==> src/sv/priority_inheritance_mutex_macros.svh <==
// Assertion macros for the priority inheritance mutex.
// Compile with NO_ASSERTIONS defined to drop all checks.
`ifndef PRIORITY_INHERITANCE_MUTEX_MACROS_SVH
`define PRIORITY_INHERITANCE_MUTEX_MACROS_SVH

`ifndef NO_ASSERTIONS

// Same-cycle implication, sampled on the rising clock edge.
`define PIM_ASSERT_SAME(label, clk, rst, ante, cons) \
  label: assert property (@(posedge clk) disable iff (rst) (ante) |-> (cons)) \
    else $error("pim assertion failed");

// Next-cycle implication, sampled on the rising clock edge.
`define PIM_ASSERT_NEXT(label, clk, rst, ante, cons) \
  label: assert property (@(posedge clk) disable iff (rst) (ante) |=> (cons)) \
    else $error("pim assertion failed");

`else

`define PIM_ASSERT_SAME(label, clk, rst, ante, cons)
`define PIM_ASSERT_NEXT(label, clk, rst, ante, cons)

`endif

`endif

==> src/sv/pim_pkg.sv <==
`timescale 1ns / 1ps
// ----------------------------------------------------------------------------
// pim_pkg
// Shared constants, codes and sequencer states of the priority
// inheritance mutex.
// ----------------------------------------------------------------------------
package pim_pkg;

  localparam int MAX_WAITERS_DEF   = 8;
  localparam int TASK_ID_BITS_DEF  = 8;
  localparam int PRIORITY_BITS_DEF = 8;

  localparam int ACTION_W = 2;
  localparam int STATUS_W = 3;

  // request codes; bit 1 of the action selects unlock
  localparam logic [ACTION_W-1:0] ACT_LOCK    = 2'd0;
  localparam logic [ACTION_W-1:0] ACT_TRYLOCK = 2'd1;
  localparam int                  ACT_UNLOCK_BIT = 1;

  // result codes
  localparam logic [STATUS_W-1:0] STAT_ACQUIRED   = 3'd0;
  localparam logic [STATUS_W-1:0] STAT_TRY_BUSY   = 3'd1;
  localparam logic [STATUS_W-1:0] STAT_BLOCKED    = 3'd2;
  localparam logic [STATUS_W-1:0] STAT_QUEUE_FULL = 3'd3;
  localparam logic [STATUS_W-1:0] STAT_RELEASED   = 3'd4;
  localparam logic [STATUS_W-1:0] STAT_HANDED_OFF = 3'd5;

  typedef enum logic [1:0] {
    S_IDLE,
    S_SCAN,
    S_SHIFT,
    S_FINISH
  } state_t;

endpackage

==> src/sv/priority_inheritance_mutex.sv <==
`timescale 1ns / 1ps
// ----------------------------------------------------------------------------
// priority_inheritance_mutex
// Single mutex with priority inheritance and a wait table kept in arrival order.
// ----------------------------------------------------------------------------
// Lock, trylock, and unlock with no waiters: done is registered from the accepted start.
// Unlock with waiters scans the wait table one entry per cycle for the
// winner, then compacts the entries behind it through the wait table port.
// busy stays high until the sequencer returns to idle; done is one cycle.
// Synchronous active-high rst frees the mutex, empties the table and clears
// the inversion count; no clearing pass is needed.
module priority_inheritance_mutex #(
  parameter int MAX_WAITERS   = pim_pkg::MAX_WAITERS_DEF,
  parameter int TASK_ID_BITS  = pim_pkg::TASK_ID_BITS_DEF,
  parameter int PRIORITY_BITS = pim_pkg::PRIORITY_BITS_DEF
) (
  input  logic                             clk,
  input  logic                             rst,
  input  logic                             start,
  output logic                             busy,
  input  logic [pim_pkg::ACTION_W-1:0]     action,
  input  logic [TASK_ID_BITS-1:0]          task_id,
  input  logic [PRIORITY_BITS-1:0]         task_priority,
  output logic                             done,
  output logic [pim_pkg::STATUS_W-1:0]     status,
  output logic                             boosted,
  output logic [TASK_ID_BITS-1:0]          owner_task,
  output logic [PRIORITY_BITS-1:0]         owner_priority_update,
  output logic                             owner_update_valid,
  output logic [TASK_ID_BITS-1:0]          woken_task,
  output logic                             woken_valid,
  output logic [31:0]                      inversion_count
);

  `include "priority_inheritance_mutex_macros.svh"

  localparam int IDX_W = (MAX_WAITERS > 1) ? $clog2(MAX_WAITERS) : 1;
  localparam int CNT_W = $clog2(MAX_WAITERS + 1);
  localparam logic [CNT_W-1:0] CNT_MAX = CNT_W'(MAX_WAITERS);

  pim_pkg::state_t state, state_next;

  logic                     held;
  logic [TASK_ID_BITS-1:0]  owner_id;
  logic [PRIORITY_BITS-1:0] owner_eff;
  logic [PRIORITY_BITS-1:0] owner_base;
  logic [CNT_W-1:0]         count;
  logic [31:0]              inv_total;

  logic [IDX_W-1:0]         ptr;
  logic                     cmp_vld;
  logic [IDX_W-1:0]         cmp_idx;
  logic [IDX_W-1:0]         best_idx;
  logic [TASK_ID_BITS-1:0]  best_id;
  logic [PRIORITY_BITS-1:0] best_pri;
  logic                     sh_vld;
  logic [IDX_W-1:0]         sh_dst;

  logic                     accept;
  logic                     is_unlock;
  logic                     queue_lock;
  logic [CNT_W-1:0]         ptr_inc;
  logic                     shift_more;
  logic [IDX_W-1:0]         last_idx;
  logic                     cmp_take;
  logic [IDX_W-1:0]         best_idx_new;
  logic [TASK_ID_BITS-1:0]  best_id_new;
  logic [PRIORITY_BITS-1:0] best_pri_new;

  logic                     wr_en;
  logic [IDX_W-1:0]         wr_addr;
  logic [TASK_ID_BITS-1:0]  wr_id;
  logic [PRIORITY_BITS-1:0] wr_pri;
  logic [IDX_W-1:0]         rd_addr;
  logic [TASK_ID_BITS-1:0]  rd_id;
  logic [PRIORITY_BITS-1:0] rd_pri;

  pim_wait_ram #(
    .DEPTH (MAX_WAITERS),
    .ID_W  (TASK_ID_BITS),
    .PRI_W (PRIORITY_BITS),
    .AW    (IDX_W)
  ) u_wait_ram (
    .clk     (clk),
    .wr_en   (wr_en),
    .wr_addr (wr_addr),
    .wr_id   (wr_id),
    .wr_pri  (wr_pri),
    .rd_addr (rd_addr),
    .rd_id   (rd_id),
    .rd_pri  (rd_pri)
  );

  assign busy            = (state != pim_pkg::S_IDLE);
  assign accept          = start && !busy;
  assign is_unlock       = action[pim_pkg::ACT_UNLOCK_BIT];
  assign inversion_count = inv_total;
  assign ptr_inc         = CNT_W'(ptr) + CNT_W'(1);
  assign shift_more      = (ptr_inc < count);
  assign last_idx        = IDX_W'(count - CNT_W'(1));

  assign queue_lock = accept && !is_unlock && held && (action != pim_pkg::ACT_TRYLOCK) &&
                      (count < CNT_MAX);

  // running maximum; strict compare keeps the earliest of equal waiters
  assign cmp_take     = cmp_vld && ((cmp_idx == '0) || (rd_pri > best_pri));
  assign best_idx_new = cmp_take ? cmp_idx : best_idx;
  assign best_id_new  = cmp_take ? rd_id   : best_id;
  assign best_pri_new = cmp_take ? rd_pri  : best_pri;

  // next state
  always_comb begin
    state_next = state;
    unique case (state)
      pim_pkg::S_IDLE: begin
        if (accept && is_unlock && held && (count != '0)) begin
          state_next = pim_pkg::S_SCAN;
        end
      end
      pim_pkg::S_SCAN: begin
        if (cmp_vld && (cmp_idx == last_idx)) begin
          state_next = pim_pkg::S_SHIFT;
        end
      end
      pim_pkg::S_SHIFT: begin
        if (!shift_more) begin
          state_next = pim_pkg::S_FINISH;
        end
      end
      pim_pkg::S_FINISH: begin
        state_next = pim_pkg::S_IDLE;
      end
      default: begin
        state_next = pim_pkg::S_IDLE;
      end
    endcase
  end

  // table port control
  always_comb begin
    rd_addr = ptr;
    unique case (state)
      pim_pkg::S_SHIFT: rd_addr = IDX_W'(ptr_inc);
      default:          rd_addr = ptr;
    endcase
    wr_en   = queue_lock || sh_vld;
    wr_addr = sh_vld ? sh_dst : IDX_W'(count);
    wr_id   = sh_vld ? rd_id  : task_id;
    wr_pri  = sh_vld ? rd_pri : task_priority;
  end

  always_ff @(posedge clk) begin
    if (rst) begin
      state     <= pim_pkg::S_IDLE;
      held      <= 1'b0;
      owner_id  <= '0;
      owner_eff <= '0;
      owner_base <= '0;
      count     <= '0;
      inv_total <= '0;
      ptr       <= '0;
      cmp_vld   <= 1'b0;
      sh_vld    <= 1'b0;
      done      <= 1'b0;
    end else begin
      state   <= state_next;
      done    <= 1'b0;
      cmp_vld <= (state == pim_pkg::S_SCAN);
      sh_vld  <= (state == pim_pkg::S_SHIFT) && shift_more;

      unique case (state)
        pim_pkg::S_IDLE: begin
          if (accept) begin
            done                  <= !(is_unlock && held && (count != '0));
            boosted               <= 1'b0;
            owner_task            <= '0;
            owner_priority_update <= '0;
            owner_update_valid    <= 1'b0;
            woken_task            <= '0;
            woken_valid           <= 1'b0;
            ptr                   <= '0;
            if (is_unlock) begin
              status <= pim_pkg::STAT_RELEASED;
              if (held && (count == '0)) begin
                // no waiter: restore the owner and free the mutex
                owner_task            <= owner_id;
                owner_priority_update <= owner_base;
                owner_update_valid    <= 1'b1;
                held                  <= 1'b0;
                owner_id              <= '0;
                owner_eff             <= '0;
                owner_base            <= '0;
              end
            end else if (!held) begin
              status     <= pim_pkg::STAT_ACQUIRED;
              held       <= 1'b1;
              owner_id   <= task_id;
              owner_eff  <= task_priority;
              owner_base <= task_priority;
            end else if (action == pim_pkg::ACT_TRYLOCK) begin
              status <= pim_pkg::STAT_TRY_BUSY;
            end else if (count >= CNT_MAX) begin
              status <= pim_pkg::STAT_QUEUE_FULL;
            end else begin
              status <= pim_pkg::STAT_BLOCKED;
              count  <= count + CNT_W'(1);
              if (task_priority > owner_eff) begin
                // inversion: boost the owner to the caller's priority
                owner_eff             <= task_priority;
                inv_total             <= inv_total + 32'd1;
                boosted               <= 1'b1;
                owner_task            <= owner_id;
                owner_priority_update <= task_priority;
                owner_update_valid    <= 1'b1;
              end
            end
          end
        end
        pim_pkg::S_SCAN: begin
          cmp_idx  <= ptr;
          best_idx <= best_idx_new;
          best_id  <= best_id_new;
          best_pri <= best_pri_new;
          if (shift_more) begin
            ptr <= ptr + IDX_W'(1);
          end
          if (cmp_vld && (cmp_idx == last_idx)) begin
            ptr <= best_idx_new;
          end
        end
        pim_pkg::S_SHIFT: begin
          // close the gap: move entry ptr+1 down to ptr
          if (shift_more) begin
            sh_dst <= ptr;
            ptr    <= ptr + IDX_W'(1);
          end
        end
        pim_pkg::S_FINISH: begin
          done                  <= 1'b1;
          status                <= pim_pkg::STAT_HANDED_OFF;
          boosted               <= 1'b0;
          owner_task            <= owner_id;
          owner_priority_update <= owner_base;
          owner_update_valid    <= 1'b1;
          woken_task            <= best_id;
          woken_valid           <= 1'b1;
          owner_id              <= best_id;
          owner_eff             <= best_pri;
          owner_base            <= best_pri;
          count                 <= count - CNT_W'(1);
        end
        default: begin
          ptr <= '0;
        end
      endcase
    end
  end

  `PIM_ASSERT_SAME(a_count_bound, clk, rst, 1'b1, count <= CNT_MAX)
  `PIM_ASSERT_SAME(a_woken_handoff, clk, rst, done,
                   woken_valid == (status == pim_pkg::STAT_HANDED_OFF))
  `PIM_ASSERT_SAME(a_boost_update, clk, rst, done && boosted,
                   owner_update_valid && (status == pim_pkg::STAT_BLOCKED))
  `PIM_ASSERT_NEXT(a_accept_progress, clk, rst, accept, done || busy)
  `PIM_ASSERT_SAME(a_scan_needs_owner, clk, rst, busy, held && (count != '0))

endmodule

==> src/sv/pim_wait_ram.sv <==
`timescale 1ns / 1ps
// ----------------------------------------------------------------------------
// pim_wait_ram
// Wait table storage: one write port, one read port with registered data.
// ----------------------------------------------------------------------------
module pim_wait_ram #(
  parameter int DEPTH = pim_pkg::MAX_WAITERS_DEF,
  parameter int ID_W  = pim_pkg::TASK_ID_BITS_DEF,
  parameter int PRI_W = pim_pkg::PRIORITY_BITS_DEF,
  parameter int AW    = (DEPTH > 1) ? $clog2(DEPTH) : 1
) (
  input  logic             clk,
  input  logic             wr_en,
  input  logic [AW-1:0]    wr_addr,
  input  logic [ID_W-1:0]  wr_id,
  input  logic [PRI_W-1:0] wr_pri,
  input  logic [AW-1:0]    rd_addr,
  output logic [ID_W-1:0]  rd_id,
  output logic [PRI_W-1:0] rd_pri
);

  logic [ID_W+PRI_W-1:0] mem [DEPTH];

  always_ff @(posedge clk) begin
    if (wr_en) begin
      mem[wr_addr] <= {wr_id, wr_pri};
    end
  end

  always_ff @(posedge clk) begin
    {rd_id, rd_pri} <= mem[rd_addr];
  end

endmodule

==> config.mk <==
export PLATFORM = sky130hd
export DESIGN_NAME = priority_inheritance_mutex
export DESIGN_NICKNAME = d
export VERILOG_FILES = /design/src/sv/pim_pkg.sv /design/src/sv/priority_inheritance_mutex.sv /design/src/sv/pim_wait_ram.sv
export VERILOG_INCLUDE_DIRS = /design/src /design/src/sv
export SDC_FILE = /design/constraint.sdc
export NUM_CORES = 1
export LEC_CHECK = 0
export BUFFER_PORTS_ARGS = -buffer_cell sky130_fd_sc_hd__buf_2
export CAP_MARGIN = 20
export CORE_UTILIZATION = 60
export CTS_CLUSTER_SIZE = 30
export DETAILED_ROUTE_END_ITERATION = 7
export GPL_ROUTABILITY_DRIVEN = 0
export PLACE_DENSITY = 0.85
export SLEW_MARGIN = 30
export SYNTH_ARGS = -nofsm -noshare
export SYNTH_HDL_FRONTEND = slang
export SYNTH_SLANG_ARGS = --single-unit
export TNS_END_PERCENT = 10
==> constraint.sdc <==
create_clock -name clk -period 4.1 [get_ports clk]
set_input_delay 0.41 -clock clk [delete_from_list [all_inputs] [get_ports clk]]
set_output_delay 0.41 -clock clk [all_outputs]
set_load 0.005 [all_outputs]
## Word level (Yosys, flattened, before mapping)

Memories as Yosys holds them, arrays and structs flattened. A register that Yosys moved wholly into a read port is not among the register bits.
Index checks and enable logic that the tools add are counted.

- Bits in registers: 124
- Memory bits (writable): 128
- Word-level logic and storage cells: 173
- Memories kept: 1

Memory list:

| name | words | bits a word | read ports | clocked after Yosys merged registers in | write ports | RTL line | text |
|---|---|---|---|---|---|---|---|
| u_wait_ram.mem | 8 | 16 | 1 | 1 | 1 | pim_wait_ram.sv:22 | `logic [ID_W+PRI_W-1:0] mem [DEPTH];` |

- $add $sub $neg: 5
- Magnitude comparators: 5
- Eq/ne operators: 20
- Mux-type cells: 78
- Bitwise gates (word level): 4
- Reduce and logical (&&, ||, !) cells: 37

Operators by type and width:

| operator | number |
|---|---|
| two-way mux 8 bit | 30 |
| one-hot mux 8 bit (2 select lines) | 6 |
| adder 32 x 1 -> 32 bit, second input constant | 1 |
| two-way mux 3 bit | 8 |
| two-way mux 4 bit | 5 |
| > comparator 8 bit | 2 |
| two-way mux 1 bit | 16 |
| AND reduction 3 bit | 5 |
| logical AND 1 bit | 14 |
| inequality test 2 bit, second input constant | 7 |
| inequality test 4 bit, second input constant | 3 |
| AND reduction 6 bit | 2 |
| two-way mux 2 bit | 5 |
| one-hot mux 3 bit (3 select lines) | 1 |
| one-hot mux 1 bit (2 select lines) | 4 |
| one-hot mux 2 bit (4 select lines) | 1 |
| one-hot mux 4 bit (2 select lines) | 1 |
| AND reduction 7 bit | 1 |
| inequality test 2 x 1 -> 1 bit, second input constant | 3 |
| inequality test 3 bit, second input constant | 2 |
| one-hot mux 3 bit (2 select lines) | 1 |
| adder 3 x 1 -> 4 bit, second input constant | 1 |
| adder 4 x 1 -> 4 bit, second input constant | 1 |
| equality test 2 x 1 -> 1 bit, second input constant | 2 |
| other kinds (18) | 27 |

## Longest topological paths before layout

Gate-level depths: netlist (run 1).

- Depth in word-level cells: 10
- Gate-level depth with buffers: 11

## Cells and area by module

A second synthesis (run 1) with hierarchy kept.

- Cell total of the unflattened synthesis: 838
- Area, all modules: 11509.8 sq um

Modules (own cells, without submodules):

| module | times used | cells an instance | area each (sq um) |
|---|---|---|---|
| priority_inheritance_mutex | 1 | 624 | 6216.0 |
| pim_wait_ram | 1 | 214 | 5293.8 |

## Worst setup path after synthesis (run 1)

No wires, ideal clock.

- Path type: flip-flop to flip-flop
- Start point: register state[0]
- End point: register boosted, enable pin
- Arrival time: 2.913 ns
- Slack: 0.732 ns
- Cell stages (with the launch flop): 5
- Buffers on the path: 0
- Clock period less this slack: 3.368 ns
- Cells stage by stage: dfxtp_1 inv_1 ha_1 nor2b_1 nor3_1

- Longest elaborated chain between the ends: 5
- Elaborated cells between the ends (all ways): 8

RTL lines:

| element | RTL line | text |
|---|---|---|
| start, declared | priority_inheritance_mutex.sv:41 | `pim_pkg::state_t state, state_next;` |
| start signal, assigned | priority_inheritance_mutex.sv:154 | `state <= pim_pkg::S_IDLE;` |
| start signal, assigned | priority_inheritance_mutex.sv:166 | `state <= state_next;` |
| nonzero test 2 bit | priority_inheritance_mutex.sv:94 | `assign busy = (state != pim_pkg::S_IDLE);` |
| zero test 1 bit | priority_inheritance_mutex.sv:95 | `assign accept = start && !busy;` |
| logical AND 1 bit | priority_inheritance_mutex.sv:95 |  |
| inequality test 2 bit (no source line) | - |  |
| AND reduction 3 bit (no source line) * | - |  |
| end signal, assigned | priority_inheritance_mutex.sv:175 | `boosted <= 1'b0;` |
| end signal, assigned | priority_inheritance_mutex.sv:211 | `boosted <= 1'b1;` |
| end signal, assigned | priority_inheritance_mutex.sv:241 | `boosted <= 1'b0;` |
| end, declared | priority_inheritance_mutex.sv:26 | `output logic boosted,` |

Mark *: on every way between the ends. The rest lies on a longest branch, timed or not.
A chain may end at the register's enable or synchronous reset.

## Worst setup path after layout (run 1)

- Start point: register count[0]
- End point: register owner_eff[4]

- Longest elaborated chain between the ends: 4
- Elaborated cells between the ends (all ways): 6

RTL lines:

| element | RTL line | text |
|---|---|---|
| start, declared | priority_inheritance_mutex.sv:47 | `logic [CNT_W-1:0] count;` |
| start signal, assigned | priority_inheritance_mutex.sv:206 | `count <= count + CNT_W'(1);` |
| start signal, assigned | priority_inheritance_mutex.sv:250 | `count <= count - CNT_W'(1);` |
| parallel branches: the longest is 3 deep, another holds >= comparator 4 bit | - |  |
| AND reduction 6 bit (no source line) * | - |  |
| end signal, assigned | priority_inheritance_mutex.sv:198 | `owner_eff <= task_priority;` |
| end signal, assigned | priority_inheritance_mutex.sv:209 | `owner_eff <= task_priority;` |
| end signal, assigned | priority_inheritance_mutex.sv:248 | `owner_eff <= best_pri;` |
| end, declared | priority_inheritance_mutex.sv:45 | `logic [PRIORITY_BITS-1:0] owner_eff;` |

Every way passes the cells marked *.

==> results of run 1 <==
==> layer usage <==
layer	global-route usage	vias to the layer above	share of wire
li1	-	3389	-
met1	0.337	3620	0.42
met2	0.433	281	0.50
met3	0.0358	41	0.061
met4	0.0758	0	0.019
met5	0	-	0
==> kinds of logic after synthesis <==
| family | share of synthesized area |
|---|---|
| flip-flops | 0.634 |
| AO/OA/AOI/OAI | 0.104 |
| multiplexers | 0.101 |
| adder cells (fa/ha/maj) | 0.0298 |
| XOR/XNOR | 0.0112 |
| AND/OR/NAND/NOR | 0.0926 |
| buffers and inverters | 0.0277 |
==> worst max-delay path, stage by stage, from the launching register on <==
cell and delay, ns:
dfxtp_1 0.42, inv_1 0.14, ha_1 0.24, nor3b_1 0.38, a21boi_0 0.24, o21ai_0 0.28
o21a_1 0.33, and2_1 0.35, a211oi_1 0.15
==> path summary, 6_finish.rpt <==
| path | from | end | slack, ns | depth (start not counted) |
|---|---|---|---|---|
| worst max-delay path | count[0]$_SDFFE_PP0P_ | owner_eff[4]$_SDFFE_PP0P_ | 1.40 | 8 |
| worst min-delay path | action[0] | status[1]$_SDFFCE_PP0P_ | 0.18 | 2 |
| worst max register to register | count[0]$_SDFFE_PP0P_ | owner_eff[4]$_SDFFE_PP0P_ | 1.40 | 8 |
| worst min register to register | u_wait_ram.rd_id[0]$_DFF_P_ | best_id[0]$_DFFE_PP_ | 0.43 | 0 |
==> power by group <==
| group | switching [W] | internal [W] |
|---|---|---|
| clock | 0.00100 | 0.00126 |
| combinational | 0.000316 | 0.000195 |
| sequential | 0.0000695 | 0.00302 |
==> layout make-up <==
| type | instances | area, um^2 | area share |
|---|---|---|---|
| multi-input combinational | 488 | 3890 | 0.302 |
| timing repair buffer | 104 | 571 | 0.0443 |
| clock buffer | 35 | 693 | 0.0538 |
| sequential | 268 | 7200 | 0.559 |
| clock inverter | 11 | 106 | 0.00826 |
| inverter | 36 | 135 | 0.0105 |
| tap | 229 | 287 | 0.0223 |
==> layout by cell type, fill, tap and decap left out, types with 5 or more instances in the layout <==
cell type  instances
edfxtp_1         183
dfxtp_1           85
buf_2             84
a21oi_1           62
nor2_1            49
inv_1             36
mux2_2            34
nand2_1           33
o21ai_0           32
mux4_2            32
ha_1              27
a211oi_1          26
clkbuf_16         25
or3_1             23
and2_1            20
buf_4             20
nand3_1           16
nand4_1           10
nor3_1             9
o31ai_1            9
a22o_1             8
or4_1              8
and3_1             7
a22oi_1            7
clkbuf_1           7
xor2_1             6
o211ai_1           6
nor2b_1            5
xnor2_1            5
==> stage by stage <==
step                cells  cell area (um^2)   util
floorplan             834             11400      -
global placement     1125             12100  0.661
detailed placement   1125             12100  0.661
CTS                  1171             12900  0.705
global route         1171             12900  0.705
finish               1171             12900  0.705
==> results.json, run 1 <==
{
  "largest_reg_flops": 128,
  "antenna_found_initial": 0,
  "clk_latency_ns": 0.53,
  "maxSlewViolCount": 0,
  "nets": 971,
  "min_period_over_period": 0.658,
  "finClkSkew_ns": 0.0224,
  "synthArstFlopShare": 0,
  "avgSynthCellArea_um2": 13.6,
  "arrival_ns": 3.07,
  "max_cap_violations": 0,
  "drc": 0,
  "start_util": 0.621,
  "cts.sinks": 268,
  "die-height_um": 140,
  "cts_tree": "done",
  "wl_per_cell_um": 20.5,
  "hold_viol_final": 0,
  "start_kind": "register",
  "synth-seq-area-share": 0.634,
  "critical_path_class": "register to register",
  "pin_count": 85,
  "fin_crit_ns": 2.70,
  "cts_buffer_depth": 3,
  "cts_made_buffers": 25,
  "place_hpwl_um": 15100,
  "status": "finished, final reports clean",
  "synthesis.area_um2": 11400,
  "port_buffers": 84,
  "area_growth_pct": 13.4,
  "drt_wl_total_um": 24000,
  "vias_per_cell": 6.26,
  "hold_path.class": "input port to register",
  "max_slew_margin": 0.384,
  "synth_top_area_cell": "edfxtp_1",
  "post_cts_resized": 0,
  "fmax_ghz": 0.371,
  "synth.area.top_cells": "edfxtp_1 (48%), dfxtp_1 (15%), mux4_2 (6.3%), mux2_2 (3.4%), ha_1 (3.0%)",
  "p_leak_nw": 4.59,
  "ctsHoldBuffers": 0,
  "yosysMostFrequentCell": "edfxtp_1",
  "grt_pass1_wl_um": 38400,
  "num_rows": 49,
  "n_antenna_cell": 0,
  "layout-drive-gt1-share": 0.237,
  "grt_setup_unrepaired": "false",
  "syn_nets": 882,
  "grt_start_max_net_pins": 71,
  "required_ns": 4.47,
  "first_iter_violations": 577,
  "grt_overflow": 0,
  "die_w_um": 140,
  "die_area_um2": 19500,
  "tns_ns": 0,
  "grt_pass1_vias": 7140,
  "setup_viol": 0,
  "vdd_ir_drop_max_mv": 0.306,
  "critPathCaptureType": "register",
  "fin_total_pwr_w": 0.00586,
  "synth_top_area_share": 0.484,
  "synth_flop_cell": "edfxtp_1",
  "nFillCells": 1143,
  "cts_setup_buffers": 0,
  "coreArea_um2": 18300,
  "synth_seq_cells": 268,
  "track_usage": 0.253,
  "regMostFlops": "u_wait_ram.mem",
  "dr.pass1.iters": 5,
  "tightest_slew_ns": 0.915,
  "htree_levels": 1,
  "ys.warnings.count": 0,
  "cellPowerDensity_nw_per_um2": 455,
  "ys_types": 64,
  "ant_nets": 0,
  "num_vias": 7331,
  "worst_hold_slack_ns": 0.183,
  "layout_setup_ws_ns": 1.40,
  "clk_pin_slew_ns": 0.07,
  "path_max_fanout": 9,
  "cts-root-buf": "clkbuf_16",
  "synth-edff-count": 183,
  "synthTopCellsByCount": "edfxtp_1 (183), dfxtp_1 (85), a21oi_1 (62), nor2_1 (49), inv_1 (36)",
  "dp_slack_ns": 1.32,
  "syn_inst": 834
}
(Power assumes the default switching activity.)
==> run 2, diff against run 1 <==
--- a/config.mk
+++ b/config.mk
@@ -8,11 +8,11 @@
 export LEC_CHECK = 0
 export BUFFER_PORTS_ARGS = -buffer_cell sky130_fd_sc_hd__buf_2
 export CAP_MARGIN = 20
-export CORE_UTILIZATION = 60
+export CORE_UTILIZATION = 54
 export CTS_CLUSTER_SIZE = 30
 export DETAILED_ROUTE_END_ITERATION = 7
 export GPL_ROUTABILITY_DRIVEN = 0
-export PLACE_DENSITY = 0.85
+export PLACE_DENSITY = 0.81
 export SLEW_MARGIN = 30
 export SYNTH_ARGS = -nofsm -noshare
 export SYNTH_HDL_FRONTEND = slang
==> constraint.sdc (replaced) <==
create_clock -name clk -period 2.35 [get_ports clk]
set_input_delay 0.235 -clock clk [delete_from_list [all_inputs] [get_ports clk]]
set_output_delay 0.235 -clock clk [all_outputs]
set_load 0.005 [all_outputs]
==> run 2 against run 1 <==
Against the previous run:
- cell count grew 6.9%
- flip-flop and latch count is the same
- sequential share of layout area down 2.7 points
- utilization down 4.2 points
- via count rose by 1.4%
- register-to-register slack got worse by 1.3 ns
- clock-buffer cell count down 3
- total power is 81% higher
- clock power grew 86%
- first-iteration DRC count grew 0.17%
- hold slack lost 0.16 ns
- die area increased by 11%
- largest power group unchanged
==> results.json, run 2 (synthesized netlist as in run 1, its figures left out) <==
{
  "coreArea_um2": 20400,
  "num_vias": 7433,
  "nets": 1010,
  "p_leak_nw": 4.89,
  "fin_total_pwr_w": 0.0106,
  "layout-drive-gt1-share": 0.288,
  "cellPowerDensity_nw_per_um2": 783,
  "most-common-layout-cells": "edfxtp_1 (183), buf_2 (85), dfxtp_1 (84)",
  "cts_made_buffers": 26,
  "cts-root-buf": "clkbuf_16",
  "port_buffers": 84,
  "num_rows": 52,
  "hold_path.class": "input port to register",
  "arrival_ns": 2.72,
  "clk_pin_slew_ns": 0.06,
  "finClkSkew_ns": 0.0224,
  "drc": 0,
  "cts_buffer_depth": 3,
  "grt_pass1_vias": 7342,
  "vias_per_cell": 5.94,
  "max_slew_margin": 0.602,
  "regMostFlops": "u_wait_ram.mem",
  "dpl.cell_count": 1198,
  "cts_tree": "done",
  "start_util": 0.556,
  "grt_start_max_net_pins": 57,
  "die_w_um": 147,
  "tns_ns": 0,
  "die_area_um2": 21600,
  "start_kind": "register",
  "grt_setup_unrepaired": "true",
  "critPathCaptureType": "register",
  "largest_reg_flops": 128,
  "stdcell_count": 1252,
  "place_hpwl_um": 15800,
  "drt_wl_total_um": 24200,
  "grt_pass1_wl_um": 38200,
  "wl_per_cell_um": 19.3,
  "final_common_cell": "edfxtp_1",
  "required_ns": 2.79,
  "cts.sinks": 268,
  "first_iter_violations": 578,
  "min_period_over_period": 0.973,
  "setup_viol": 0,
  "track_usage": 0.225,
  "htree_levels": 1,
  "die-height_um": 147,
  "pin_count": 85,
  "fin_crit_ns": 2.29,
  "n_antenna_cell": 0,
  "status": "finished, final reports clean",
  "path_max_fanout": 7,
  "hold_viol_final": 0,
  "worst_hold_slack_ns": 0.0190,
  "grt_overflow": 0,
  "ant_nets": 0,
  "maxSlewViolCount": 0,
  "dr.pass1.iters": 5,
  "vdd_ir_drop_max_mv": 0.476,
  "critical_path_class": "register to register",
  "clk_latency_ns": 0.55,
  "max_cap_violations": 0,
  "area_growth_pct": 19.3,
  "antenna_found_initial": 0,
  "fmax_ghz": 0.437,
  "tightest_slew_ns": 0.596
}
-- run 2: cell count changes in the layout (fill, tap and decap cells not counted), sizes merged --
cell,delta
clkbuf,-2
inv,-1
bufinv,+2
clkinv,+6
dlygate4sd3,+1
buf,+36
clkinvlp,-2
-- run 2: metal layers --
metal,share of wire,GRT usage,wire (um),up-vias
met5,0,0,0,-
met4,0.027,0.0830,643,0
met3,0.063,0.0376,1540,51
met2,0.48,0.368,11700,270
met1,0.43,0.304,10300,3652
li1,-,-,-,3460
-- run 2: path summary, 6_finish.rpt --
| check | from | end | slack (ns) | cells after the start |
|---|---|---|---|---|
| setup / recovery | state[1]$_SDFFE_PP0P_ | ptr[0]$_SDFFE_PP0P_ | 0.06 | 9 |
| hold reg to reg | u_wait_ram.rd_id[7]$_DFF_P_ | best_id[7]$_DFFE_PP_ | 0.43 | 0 |
| setup reg to reg | state[1]$_SDFFE_PP0P_ | ptr[0]$_SDFFE_PP0P_ | 0.06 | 9 |
| hold / removal | task_priority[0] | owner_priority_update[0]$_DFFE_PP_ | 0.02 | 2 |
-- run 2: repair_timing --
item                                   CTS  global route
pin swaps                                1             9
resized for setup                        2            31
cloned                                   0             1
setup endpoints to repair                7           207
buffers inserted                         0             4
hold buffers                             1             0
endpoints found under the hold margin    1             0
-- run 2: worst max-delay path, stage by stage, from the launching register on --
cell,delay (ns)
dfxtp_1,0.40
inv_1,0.09
ha_1,0.21
buf_4,0.17
nor2b_1,0.17
nor3b_1,0.40
o21ai_0,0.23
o21bai_1,0.28
mux2i_1,0.12
o211ai_1,0.12
-- run 2: where the power goes --
part           internal, W  switching, W  total [W]
Clock              0.00245       0.00175    0.00420
Combinational     0.000431      0.000602    0.00103
Sequential         0.00527      0.000105    0.00537
-- run 2: through the flow --
step                worst slack (ns)  area (um^2)   util
global route                 -0.0945        13500  0.663
finish                        0.0635        13500  0.663
global placement              0.0117        12500  0.611
floorplan                    -0.0315        11400      -
detailed placement           -0.0476        12500  0.611
CTS                         -0.00977        13400  0.655
-- run 2: layout make-up --
cell class,count,area (um^2)
inverters,36,135
well taps,270,338
clock inverters,16,184
flip-flops and latches,268,7200
fillers,1360,6890
clock buffers,32,694
repair buffers,142,990
multi-input cells,488,4000
==> run 3, diff against run 2 <==
--- a/config.mk
+++ b/config.mk
@@ -8,11 +8,12 @@
 export LEC_CHECK = 0
 export BUFFER_PORTS_ARGS = -buffer_cell sky130_fd_sc_hd__buf_2
 export CAP_MARGIN = 20
-export CORE_UTILIZATION = 54
+export CORE_UTILIZATION = 56
+export CTS_BUF_LIST = sky130_fd_sc_hd__clkbuf_2
 export CTS_CLUSTER_SIZE = 30
 export DETAILED_ROUTE_END_ITERATION = 7
 export GPL_ROUTABILITY_DRIVEN = 0
-export PLACE_DENSITY = 0.81
+export PLACE_DENSITY = 0.83
 export SLEW_MARGIN = 30
 export SYNTH_ARGS = -nofsm -noshare
 export SYNTH_HDL_FRONTEND = slang
==> run 3 against run 2 <==
Against the previous run:
- the run now ends with setup timing left
- cell count rose by 6.5%
- utilization rose by 1.9 points
- die area fell by 3.5%
- largest power group unchanged
- register-to-register slack got worse by 0.12 ns
- wire length rose by 3.9%
- combinational power barely moved
- sequential power barely moved
- clock power fell by 26%
- total power fell by 10%
==> results.json, run 3 (synthesized netlist as in run 1, its figures left out) <==
{
  "die-height_um": 144,
  "place_area_um2": 12500,
  "htree_levels": 2,
  "hold_path.class": "input port to register",
  "fin_util": 0.681,
  "worst_hold_slack_ns": 0.243,
  "p_leak_nw": 4.96,
  "vias_per_cell": 5.80,
  "violations": "setup timing",
  "track_usage": 0.246,
  "grt_setup_unrepaired": "true",
  "setup_viol": 11,
  "final_common_cell": "edfxtp_1",
  "antenna_found_initial": 2,
  "cellPowerDensity_nw_per_um2": 711,
  "finClkSkew_ns": 0.136,
  "cts_made_buffers": 61,
  "pin_count": 85,
  "area_growth_pct": 18.0,
  "regMostFlops": "u_wait_ram.mem",
  "coreArea_um2": 19700,
  "met2_length_um": 12600,
  "max_cap_violations": 0,
  "num_vias": 7733,
  "drc": 0,
  "largest_reg_flops": 128,
  "cts_buffer_depth": 3,
  "start_util": 0.578,
  "die_w_um": 144,
  "min_period_over_period": 1.02,
  "wl_per_cell_um": 18.9,
  "tightest_slew_ns": 0.708,
  "grt_pass1_vias": 7570,
  "dp_slack_ns": -0.0184,
  "vdd_ir_drop_max_mv": 0.285,
  "drt_wl_total_um": 25200,
  "start_kind": "register",
  "final_area_um2": 13400,
  "num_rows": 51,
  "clk_latency_ns": 0.91,
  "critical_path_class": "register to register",
  "required_ns": 2.86,
  "critPathCaptureType": "register",
  "cts_tree": "done",
  "grt_pass1_wl_um": 38700,
  "hold_viol_final": 0,
  "topRoutingLayerUsed": "met4",
  "ant_nets": 0,
  "cts-root-buf": "clkbuf_2",
  "place_hpwl_um": 16200,
  "nets": 1061,
  "layout_setup_ws_ns": -0.0544,
  "most-common-layout-cells": "edfxtp_1 (183), buf_2 (84), clkbuf_2 (82), dfxtp_1 (82), a21oi_1 (60)",
  "met1_length_um": 10200,
  "max_slew_margin": 0.528,
  "die_area_um2": 20800,
  "wl_met3_um": 1790,
  "tns_ns": -0.337,
  "first_iter_violations": 642,
  "cts.sinks": 268,
  "port_buffers": 84,
  "dr.pass1.iters": 5,
  "arrival_ns": 2.91,
  "fmax_ghz": 0.416,
  "maxSlewViolCount": 0,
  "layout-drive-gt1-share": 0.301,
  "fin_crit_ns": 2.40,
  "grt_overflow": 0,
  "grt_start_max_net_pins": 64,
  "clk_pin_slew_ns": 0.11,
  "status": "complete, but fails checks",
  "path_max_fanout": 13
}
run 3: changes by cell type in the layout (fill, tap and decap cells not counted), sizes merged:
cell         before  now
clkbuf           33   82
dlygate4sd3       1   22
clkinv           11   30
buf             140  136
diode             0    2
bufinv            3    2
clkinvlp          1    0
inv              37   38
run 3: timing repair:
action / 4_1_cts / 5_1_grt
pin swaps: 2 / 5
endpoints found under the hold margin: 206 / 0
gates resized for setup: 2 / 22
setup endpoints to repair: 6 / 77
buffers inserted: 0 / 3
hold buffers: 22 / 0
run 3: path summary, 6_finish.rpt:
check	startpoint	endpoint	slack, ns	depth (start not counted)
worst min register to register	u_wait_ram.rd_pri[2]$_DFF_P_	best_pri[2]$_DFFE_PP_	0.43	0
worst min-delay path	rst	cmp_vld$_SDFF_PP0_	0.24	3
worst max register to register	state[1]$_SDFFE_PP0P_	u_wait_ram.mem[4][1]$_DFFE_PP_	-0.05	9
worst max-delay path	state[1]$_SDFFE_PP0P_	u_wait_ram.mem[4][1]$_DFFE_PP_	-0.05	9
run 3: per-stage QoR:
stage	power [W]	instances
after floorplan	0.00606	834
after global placement	0.00644	1190
after detailed placement	0.00647	1190
after CTS	0.00951	1328
after global routing	0.00996	1333
final	0.00952	1333
run 3: area by class of cell:
cell class,instances,area (um^2)
Sequential cell,268,7200
Fill cell,1316,6260
Multi-Input combinational cell,488,3960
Timing Repair Buffer,158,1160
Clock buffer,82,410
Tap cell,265,332
Clock inverter,34,195
Inverter,36,135
Antenna cell,2,5.00
run 3: per-layer routing:
metal / up-vias / GRT usage
met4: 0 / 0.0964
met5: - / 0
met2: 327 / 0.422
li1: 3615 / -
met3: 49 / 0.0500
met1: 3742 / 0.306
run 3: report_power, final:
| group | switching (W) | internal [W] |
|---|---|---|
| sequential | 0.000104 | 0.00526 |
| combinational | 0.000612 | 0.000452 |
| clock | 0.00188 | 0.00121 |
| total | 0.00260 | 0.00692 |
run 3: worst max-delay path, cell delays in order, from the launching register on:
cell     delay, ns
dfxtp_1       0.35
inv_1         0.09
ha_1          0.19
buf_4         0.16
and2_1        0.15
nand4_1       0.20
nor3_1        0.25
a21oi_1       0.14
nor2_1        0.33
buf_12        0.21
